File: src/cpt_pkg.sv
// ----------------------------------------------------------------------------
// cpt_pkg
// shared types and constants of the coprimality test block
// ----------------------------------------------------------------------------
package cpt_pkg;

    // width of each operand field on the input stream
    localparam int FIELD_BITS           = 31;
    // two fields packed, padded up to whole bytes
    localparam int S_TDATA_BITS         = 64;
    localparam int M_TDATA_BITS         = 8;
    localparam int OPERAND_BITS_DEFAULT = 31;

    typedef enum logic [1:0] {
        ST_IDLE,
        ST_CHECK,
        ST_DIV,
        ST_SWAP
    } state_t;

    // controller to datapath
    typedef struct packed {
        logic load;
        logic div_start;
        logic div_step;
        logic swap;
    } dp_cmd_t;

    // datapath to controller
    typedef struct packed {
        logic small_zero;
        logic small_one;
        logic div_done;
    } dp_status_t;

endpackage

File: src/cpt_datapath.sv
// ----------------------------------------------------------------------------
// cpt_datapath
// operand registers and a restoring bit-serial remainder unit
// ----------------------------------------------------------------------------
module cpt_datapath #(
    parameter int OPERAND_BITS = cpt_pkg::OPERAND_BITS_DEFAULT
) (
    input  logic                            clk,
    input  logic                            rst_n,
    input  logic [cpt_pkg::FIELD_BITS-1:0]  first_value,
    input  logic [cpt_pkg::FIELD_BITS-1:0]  second_value,
    input  cpt_pkg::dp_cmd_t                cmd,
    output cpt_pkg::dp_status_t             status
);

    localparam int CNT_BITS = $clog2(OPERAND_BITS + 1);

    logic [OPERAND_BITS-1:0] a_op;
    logic [OPERAND_BITS-1:0] b_op;

    logic [OPERAND_BITS-1:0] big_reg;
    logic [OPERAND_BITS-1:0] big_next;
    logic [OPERAND_BITS-1:0] small_reg;
    logic [OPERAND_BITS-1:0] small_next;
    logic [OPERAND_BITS-1:0] rem_reg;
    logic [OPERAND_BITS-1:0] rem_next;
    logic [OPERAND_BITS-1:0] div_reg;
    logic [OPERAND_BITS-1:0] div_next;
    logic [CNT_BITS-1:0]     cnt_reg;
    logic [CNT_BITS-1:0]     cnt_next;

    logic [OPERAND_BITS:0]   shifted;
    logic [OPERAND_BITS:0]   diff;

    // operands are taken modulo 2^OPERAND_BITS
    generate
        if (OPERAND_BITS <= cpt_pkg::FIELD_BITS) begin : g_trunc
            assign a_op = first_value[OPERAND_BITS-1:0];
            assign b_op = second_value[OPERAND_BITS-1:0];
        end else begin : g_ext
            assign a_op = {{(OPERAND_BITS - cpt_pkg::FIELD_BITS){1'b0}}, first_value};
            assign b_op = {{(OPERAND_BITS - cpt_pkg::FIELD_BITS){1'b0}}, second_value};
        end
    endgenerate

    // one restoring step: bring in the next dividend bit, subtract if it fits
    assign shifted = {rem_reg, div_reg[OPERAND_BITS-1]};
    assign diff    = shifted - {1'b0, small_reg};

    always_comb
    begin
        big_next   = big_reg;
        small_next = small_reg;
        rem_next   = rem_reg;
        div_next   = div_reg;
        cnt_next   = cnt_reg;
        if (cmd.load)
        begin
            big_next   = (a_op >= b_op) ? a_op : b_op;
            small_next = (a_op >= b_op) ? b_op : a_op;
        end
        if (cmd.div_start)
        begin
            rem_next = '0;
            div_next = big_reg;
            cnt_next = CNT_BITS'(OPERAND_BITS);
        end
        if (cmd.div_step)
        begin
            rem_next = diff[OPERAND_BITS] ? shifted[OPERAND_BITS-1:0]
                                          : diff[OPERAND_BITS-1:0];
            div_next = {div_reg[OPERAND_BITS-2:0], 1'b0};
            cnt_next = cnt_reg - 1'b1;
        end
        if (cmd.swap)
        begin
            big_next   = small_reg;
            small_next = rem_reg;
        end
    end

    always_ff @(posedge clk or negedge rst_n)
    begin
        if (!rst_n)
        begin
            cnt_reg <= '0;
        end
        else
        begin
            cnt_reg <= cnt_next;
        end
    end

    always_ff @(posedge clk)
    begin
        big_reg   <= big_next;
        small_reg <= small_next;
        rem_reg   <= rem_next;
        div_reg   <= div_next;
    end

    assign status.small_zero = (small_reg == '0);
    assign status.small_one  = (small_reg == OPERAND_BITS'(1));
    assign status.div_done   = (cnt_reg == '0);

    a_rem_below_divisor : assert property (@(posedge clk) disable iff (!rst_n)
        cmd.swap |-> (rem_reg < small_reg))
        else $error("remainder not below divisor at swap");

    a_div_runs : assert property (@(posedge clk) disable iff (!rst_n)
        cmd.div_start |=> !status.div_done)
        else $error("divider done right after start");

    a_no_zero_divisor : assert property (@(posedge clk) disable iff (!rst_n)
        cmd.div_step |-> !status.small_zero)
        else $error("division step with zero divisor");

endmodule

File: src/cpt_controller.sv
// ----------------------------------------------------------------------------
// cpt_controller
// sequences the euclid steps and holds the result register
// ----------------------------------------------------------------------------
module cpt_controller (
    input  logic                clk,
    input  logic                rst_n,
    input  logic                s_valid,
    output logic                s_ready,
    output logic                m_valid,
    input  logic                m_ready,
    output logic                coprime,
    output cpt_pkg::dp_cmd_t    cmd,
    input  cpt_pkg::dp_status_t status
);

    cpt_pkg::state_t state_reg;
    cpt_pkg::state_t state_next;

    logic m_valid_reg;
    logic m_valid_next;
    logic coprime_reg;
    logic coprime_next;
    logic out_free;
    logic result_load;
    logic result_value;

    assign out_free = !m_valid_reg || m_ready;

    // next state
    always_comb
    begin
        state_next = state_reg;
        case (state_reg)
            cpt_pkg::ST_IDLE:
            begin
                if (s_valid)
                begin
                    state_next = cpt_pkg::ST_CHECK;
                end
            end
            cpt_pkg::ST_CHECK:
            begin
                if (status.small_zero || status.small_one)
                begin
                    if (out_free)
                    begin
                        state_next = cpt_pkg::ST_IDLE;
                    end
                end
                else
                begin
                    state_next = cpt_pkg::ST_DIV;
                end
            end
            cpt_pkg::ST_DIV:
            begin
                if (status.div_done)
                begin
                    state_next = cpt_pkg::ST_SWAP;
                end
            end
            cpt_pkg::ST_SWAP:
            begin
                state_next = cpt_pkg::ST_CHECK;
            end
            default:
            begin
                state_next = cpt_pkg::ST_IDLE;
            end
        endcase
    end

    // outputs
    always_comb
    begin
        cmd          = '0;
        s_ready      = 1'b0;
        result_load  = 1'b0;
        result_value = 1'b0;
        case (state_reg)
            cpt_pkg::ST_IDLE:
            begin
                s_ready  = 1'b1;
                cmd.load = s_valid;
            end
            cpt_pkg::ST_CHECK:
            begin
                if (status.small_zero || status.small_one)
                begin
                    result_load  = out_free;
                    result_value = !status.small_zero;
                end
                else
                begin
                    cmd.div_start = 1'b1;
                end
            end
            cpt_pkg::ST_DIV:
            begin
                cmd.div_step = !status.div_done;
            end
            cpt_pkg::ST_SWAP:
            begin
                cmd.swap = 1'b1;
            end
            default:
            begin
                cmd = '0;
            end
        endcase
    end

    always_comb
    begin
        m_valid_next = m_valid_reg;
        coprime_next = coprime_reg;
        if (m_valid_reg && m_ready)
        begin
            m_valid_next = 1'b0;
        end
        if (result_load)
        begin
            m_valid_next = 1'b1;
            coprime_next = result_value;
        end
    end

    always_ff @(posedge clk or negedge rst_n)
    begin
        if (!rst_n)
        begin
            state_reg   <= cpt_pkg::ST_IDLE;
            m_valid_reg <= 1'b0;
        end
        else
        begin
            state_reg   <= state_next;
            m_valid_reg <= m_valid_next;
        end
    end

    always_ff @(posedge clk)
    begin
        coprime_reg <= coprime_next;
    end

    assign m_valid = m_valid_reg;
    assign coprime = coprime_reg;

    a_load_to_check : assert property (@(posedge clk) disable iff (!rst_n)
        cmd.load |=> (state_reg == cpt_pkg::ST_CHECK))
        else $error("load not followed by check");

    a_zero_gives_zero : assert property (@(posedge clk) disable iff (!rst_n)
        (state_reg == cpt_pkg::ST_CHECK && status.small_zero && out_free)
        |=> (m_valid_reg && !coprime_reg))
        else $error("zero remainder did not report not coprime");

endmodule

File: src/coprimality_test_top.sv
// ----------------------------------------------------------------------------
// coprimality_test_top
// coprimality check of two operands by euclidean remainder steps
// ----------------------------------------------------------------------------
// s_axis carries one operand pair per transaction, m_axis returns one result
// transaction per pair with the coprime flag in bit 0 of m_axis_tdata.
// the pair is ordered larger first; each euclid step tests the smaller
// operand, runs a bit-serial restoring divider through the dividend bits
// and then swaps, so that the remainder becomes the new smaller operand.
// when the smaller operand is 0 or 1 the result is ready with no division.
// the divider is the limit, and one pair is in work at a time:
// s_axis_tready is high only while the block is idle.
// the result sits in an output register; a new pair is accepted while it
// waits, but a finished result is held back until m_axis_tready frees it.
// reset empties the output register, clears the divider count and returns
// the controller to idle; there is no other state to clear.
// ----------------------------------------------------------------------------
module coprimality_test_top #(
    parameter int OPERAND_BITS = cpt_pkg::OPERAND_BITS_DEFAULT
) (
    input  logic                              clk,
    input  logic                              rst_n,
    input  logic                              s_axis_tvalid,
    output logic                              s_axis_tready,
    // [30:0] first_value, [61:31] second_value, [63:62] zero
    input  logic [cpt_pkg::S_TDATA_BITS-1:0]  s_axis_tdata,
    output logic                              m_axis_tvalid,
    input  logic                              m_axis_tready,
    // [0] coprime, [7:1] zero
    output logic [cpt_pkg::M_TDATA_BITS-1:0]  m_axis_tdata
);

    cpt_pkg::dp_cmd_t    cmd;
    cpt_pkg::dp_status_t status;
    logic                coprime;

    cpt_datapath #(
        .OPERAND_BITS (OPERAND_BITS)
    ) u_datapath (
        .clk          (clk),
        .rst_n        (rst_n),
        .first_value  (s_axis_tdata[cpt_pkg::FIELD_BITS-1:0]),
        .second_value (s_axis_tdata[2*cpt_pkg::FIELD_BITS-1:cpt_pkg::FIELD_BITS]),
        .cmd          (cmd),
        .status       (status)
    );

    cpt_controller u_controller (
        .clk     (clk),
        .rst_n   (rst_n),
        .s_valid (s_axis_tvalid),
        .s_ready (s_axis_tready),
        .m_valid (m_axis_tvalid),
        .m_ready (m_axis_tready),
        .coprime (coprime),
        .cmd     (cmd),
        .status  (status)
    );

    assign m_axis_tdata = {{(cpt_pkg::M_TDATA_BITS-1){1'b0}}, coprime};

endmodule
File: config.mk
export PLATFORM = sky130hd
export DESIGN_NAME = coprimality_test_top
export DESIGN_NICKNAME = d
export VERILOG_FILES = /design/src/cpt_pkg.sv /design/src/cpt_datapath.sv /design/src/cpt_controller.sv /design/src/coprimality_test_top.sv
export SDC_FILE = /design/constraint.sdc
export NUM_CORES = 1
export LEC_CHECK = 0
export ABC_AREA = 1
export ABC_CLOCK_PERIOD_IN_PS = 3250
export BUFFER_PORTS_ARGS = -buffer_cell sky130_fd_sc_hd__buf_2
export CORE_MARGIN = 5
export CORE_UTILIZATION = 50
export CTS_CLUSTER_SIZE = 20
export DETAILED_ROUTE_END_ITERATION = 6
export PLACE_DENSITY = 0.75
export SYNTH_ARGS = -nofsm -noshare
export SYNTH_HDL_FRONTEND = slang
export SYNTH_SLANG_ARGS = --single-unit
File: constraint.sdc
create_clock -name clk -period 3.25 [get_ports clk]
set_input_delay 0.1625 -clock clk [delete_from_list [all_inputs] [get_ports clk]]
set_output_delay 0.1625 -clock clk [all_outputs]
set_load 0.03 [all_outputs]
==> metrics.txt, run 1 <==
status finished, final reports clean; Die ar. 0.0239 mm²; core area 0.0204 mm²; DR WL/cell 14.7 µm; multi-input combinational cell area 0.00524 mm²; largest cells by area after synthesis edfxtp_1 (36%), nand2_1 (21%), inv_1 (9.2%); register area 0.00394 mm²; YS warnings 0; Pre-antenna DRT Iters 6; htree depth 4; first-pass GRT wire length 44000 µm; post_cts resized 0; Yosys top cell by area edfxtp_1; cell row count 52; WL final 27100 µm; Synth cell types 37; routed via count 9530; worst slew pin tran 0.734 ns; CP max FO 16; Crit-path slowest cell edfxtp_1; clock root buffer clkbuf_16; vias in the first global route 8964; number of buffers created by CTS 17; Longest Clk Path Bufs 2; Clk pin slew, worst setup/hold paths 0.06 ns; Syn Inst Count 1515; Via-to-Cell Ratio 5.16; Slowest Stage Delay on Critical Path 0.43 ns; Slew Viols, Final 0; Leak 0.00622 µW; most frequent cells in the layout nand2_1 (579), inv_1 (256), nand3_1 (188); worst hold slack 0.111 ns; number of routed nets with antenna violations 0; PD cells 1040 mW/mm²; top routing layer in use met4; Synth top area share 35.7%; Hold Fails Final Rpt 0; gr ovfl total 0; DR iter-0 viols 871; layout cell share with drive strength beyond 1 10.3%; Ports 78; worst min path class in -> async; Period Utilization, post-route 81.0%; Yosys reg bits 133; crit path kind reg -> reg; data arrival time of the worst path 2.81 ns; TNS Setup 0 ns; RSZ-0062 raised after global routing no; Clock Sinks 133; most frequent CP cell nand2_4; VDD IR max 0.558 mV; worst path bufs/invs 1; Final Setup Violations 0; largest net degree at the start of global routing 63; Met1 Wirelength 12500 µm; CP endpoint kind flop; antenna violations before repair 0; gp weighted congestion 0.912; PortBufs 68; antenna fix cells 0; commonest non-fill, non-tap cell in the layout nand2_1; CTS tree done; fill cell count 1953; clk_lat worst skew 0.43 ns; Starting Density 51.1%; Post-synth EDFFs 124; met2 WL 12700 µm; worst rel slew slack 51.1%; fin crit period 2.63 ns; Die Y 155 µm; CP delay by family, top simple AND/OR/NAND/NOR gates; sequential area share after synthesis 37.8%; synthesized area 0.0104 mm²; gr usage total 22.6%; dpl hpwl 19900 µm; Residual DRC 0; worst path cell trace ha_1 > nand2_1 > inv_1 > a21oi_1 > nand2_2 > nand2_2 > nand2_2 > nand2_4 > nand2_4 > nand2_4 > nand2_4 > nor2_1 > nor2_1; Die W 155 µm; Met3 Routed Length 1580 µm; Worst Path Required 3.43 ns; ys async rst share 6.02%; Top FF cell, synth edfxtp_1; Mean Syn Cell Area 6.89 µm²; Layout area overhead 11.2%; maxcap violations 0; Worst Skew 0.0129 ns; Worst Setup Start Kind flop; fmax 0.380 GHz; fin nets 1701
[logic make-up (layout without fill, tap and decap cells)]
kind of cell | after synthesis | count (layout) | synth area share, %
and+or+nand+nor | 929 | 929 | 37.6
buffers and inverters | 315 | 372 | 12.4
adders and majority gates | 68 | 68 | 8.22
AOI/OAI and AO/OA | 60 | 60 | 3.19
xor gates and xnor gates | 9 | 9 | 0.755
DFF | 133 | 133 | 37.8
other | 1 | 7 | 0.0359
[cell usage after synthesis, types with 3 or more instances]
| cell type | n |
|---|---|
| nor2_2 | 26 |
| buf_1 | 5 |
| nand3_1 | 188 |
| nand2_4 | 6 |
| and2_1 | 3 |
| inv_1 | 257 |
| a21o_1 | 4 |
| edfxtp_1 | 124 |
| buf_2 | 13 |
| a21oi_1 | 36 |
| nor2_1 | 97 |
| nand2_1 | 583 |
| clkbuf_1 | 20 |
| nand4_1 | 9 |
| nor3_1 | 4 |
| o21ai_0 | 14 |
| dfrtp_1 | 8 |
| buf_4 | 14 |
| ha_1 | 67 |
| xor2_1 | 8 |
| nand2_2 | 7 |
[area by class of cell]
| class | instances | area share (%) |
|---|---|---|
| sequential | 133 | 34.0 |
| clock buffer | 18 | 3.70 |
| timing repair buffer | 81 | 4.25 |
| inverter | 259 | 8.37 |
| multi-input combinational | 1073 | 45.1 |
| tap | 270 | 2.91 |
| clock inverter | 14 | 1.65 |
[power breakdown]
part	switching (µW)	total [µW]	internal, µW
Sequential	422	3410	2990
Combinational	4510	6570	2060
Clock	814	2050	1230
Total	5750	12000	6280
[repair_timing]
action                                  4_1_cts  5_1_grt
buffers inserted                              0        0
endpoints found under the setup margin        0        0
hold endpoints to repair                      9        0
hold buffers                                  2        0
[final timing paths]
path,endpoint,cells past startpoint,slack [ns],startpoint
hold / removal,u_controller.m_valid,2,0.11,rst_n
setup / recovery,u_datapath.rem_reg[5],13,0.62,u_datapath.rem_reg[4]
hold reg to reg,u_datapath.div_reg[0],2,0.45,u_datapath.big_reg[0]
max in group asynchronous,u_datapath.cnt_reg[0],2,2.97,rst_n
min in group clk,u_datapath.big_reg[9],5,0.15,s_axis_tdata[9]
setup reg to reg,u_datapath.rem_reg[5],13,0.62,u_datapath.rem_reg[4]
[layer usage]
metal	GRT usage, %	vias up
met4	5.68	0
met5	0	-
met2	37.3	287
met1	31.1	4390
li1	-	4821
met3	3.77	32
[through the flow]
stage / utilization [%] / instances / instance area, µm² / total power, µW / setup slack (ns)
3_3_place_gp: 53.7 / 1814 / 11000 / 9750 / 0.685
5_1_grt: 56.8 / 1848 / 11600 / 13100 / 0.422
3_5_place_dp: 53.7 / 1814 / 11000 / 9880 / 0.678
6_report: 56.8 / 1848 / 11600 / 12000 / 0.616
2_1_floorplan: - / 1521 / 10500 / 8450 / 0.299
4_1_cts: 56.8 / 1848 / 11600 / 12000 / 0.664
Note: power is estimated with default switching activity, not from simulation.
==> run 2: changes to the inputs <==
--- a/config.mk
+++ b/config.mk
@@ -6,7 +6,7 @@
 export NUM_CORES = 1
 export LEC_CHECK = 0
 export ABC_AREA = 1
-export ABC_CLOCK_PERIOD_IN_PS = 3250
+export ABC_CLOCK_PERIOD_IN_PS = 2550
 export BUFFER_PORTS_ARGS = -buffer_cell sky130_fd_sc_hd__buf_2
 export CORE_MARGIN = 5
 export CORE_UTILIZATION = 50
==> constraint.sdc (replaced) <==
create_clock -name clk -period 2.55 [get_ports clk]
set_input_delay 0.1275 -clock clk [delete_from_list [all_inputs] [get_ports clk]]
set_output_delay 0.1275 -clock clk [all_outputs]
set_load 0.03 [all_outputs]
==> metrics.txt, run 2 (same netlist as run 1, synthesis figures left out) <==
antenna violations before repair 0; largest net degree at the start of global routing 63; maxcap violations 0; crit path kind reg -> reg; Starting Density 51.1%; Die ar. 0.0239 mm²; core area 0.0204 mm²; Slowest Stage Delay on Critical Path 0.43 ns; Pre-antenna DRT Iters 6; worst rel slew slack 44.4%; Final Setup Violations 0; vias in the first global route 8894; data arrival time of the worst path 2.61 ns; CP max FO 16; CTS tree done; fmax 0.411 GHz; Clk pin slew, worst setup/hold paths 0.07 ns; number of buffers created by CTS 17; first-pass GRT wire length 44200 µm; DR WL/cell 14.5 µm; Pwr Total 15600 µW; Crit-path slowest cell edfxtp_1; Via-to-Cell Ratio 5.10; routed via count 9545; layout cell share with drive strength beyond 1 12.3%; WL final 27200 µm; fin crit period 2.43 ns; Hold Fails Final Rpt 0; antenna fix cells 0; PD cells 1320 mW/mm²; Clock Sinks 133; Slew Viols, Final 0; VDD IR max 0.654 mV; Layout area overhead 13.2%; gp weighted congestion 0.917; CP endpoint kind flop; Worst Path Required 2.72 ns; Leak 0.00632 µW; Ports 78; gr usage total 22.8%; Worst Setup Start Kind flop; number of routed nets with antenna violations 0; dpl hpwl 20200 µm; clock root buffer clkbuf_16; Residual DRC 0; most frequent cells in the layout nand2_1 (576), inv_1 (254), nand3_1 (188); worst min path class in -> async; worst path cell trace ha_1 > nand2_1 > nor2_1 > nand2_1 > inv_1 > a21oi_4 > buf_4 > nand3_4 > buf_4 > nand3_1 > nand2_1 > nor2_1; Placed Instance Area 0.0111 mm²; most frequent CP cell nand2_1; Worst Skew 0.0132 ns; DR iter-0 viols 828; htree depth 4; Die Y 155 µm; status finished, final reports clean; Final Util 57.9%; Die W 155 µm; cell row count 52; Period Utilization, post-route 95.4%; worst slew pin tran 0.834 ns; PortBufs 68; fin nets 1725; commonest non-fill, non-tap cell in the layout nand2_1; Longest Clk Path Bufs 2; clk_lat worst skew 0.43 ns; gr ovfl total 0; final instance area 0.0118 mm²
[run 2: cell count changes in the layout (fill, tap and decap cells not counted), sizes merged]
cell	before	now
clkinvlp	2	3
bufinv	3	0
clkbuf	18	19
buf	79	103
inv	266	267
[run 2: layout make-up]
cell class,instances,area [µm²]
fillers,1917,8600
well taps,270,338
repair buffers,105,709
inverters,259,975
clock buffers,19,464
multi-input cells,1073,5270
clock inverters,13,125
flip-flops and latches,133,3940
[run 2: metal layers]
metal	track usage (%)	vias up	routed length (µm)
met5	0	-	0
li1	-	4876	-
met4	5.97	0	329
met1	32.0	4348	12500
met2	37.7	297	12800
met3	2.82	24	1500
[run 2: stage by stage]
stage          hold WS [ns]  std cells  setup TNS [ns]  setup slack, ns
5_1_grt              0.0990       1872         -0.0308          -0.0271
3_5_place_dp        -0.0140       1834               0            0.106
6_report             0.0911       1872               0            0.118
3_3_place_gp        -0.0165       1834               0            0.143
4_1_cts              0.0696       1868               0            0.110
2_1_floorplan        -0.168       1521               0            0.194
[run 2: worst max-delay path, delay by kind of cell, from the launching register on]
family                   cells  cell delay (ns)
AND/OR/NAND/NOR              7             0.77
buffers and inverters        3             0.49
flip-flops                   1             0.43
adder cells (fa/ha/maj)      1             0.40
AO/OA/AOI/OAI                1             0.08
[run 2: report_power, final]
group	switching [µW]	total [µW]	internal, µW
logic	5890	8870	2980
clock network	1060	2440	1370
registers	509	4320	3810
[run 2: worst paths after layout]
path                                              from                      to  slack [ns]  cells past startpoint
min in group clk                      s_axis_tdata[29]  u_datapath.big_reg[29]        0.11                      5
worst max register to register  u_datapath.rem_reg[27]   u_datapath.rem_reg[0]        0.12                     12
worst min register to register   u_datapath.big_reg[0]   u_datapath.div_reg[0]        0.47                      2
worst max-delay path            u_datapath.rem_reg[27]   u_datapath.rem_reg[0]        0.12                     12
max in group asynchronous                        rst_n   u_datapath.cnt_reg[3]        2.28                      2
worst min-delay path                             rst_n    u_controller.m_valid        0.09                      2
[run 2: repair_timing]
action	CTS	global route
resized for setup	0	16
hold endpoints to repair	9	0
hold buffers	2	0
endpoints found under the setup margin	0	44
buffers inserted	0	4
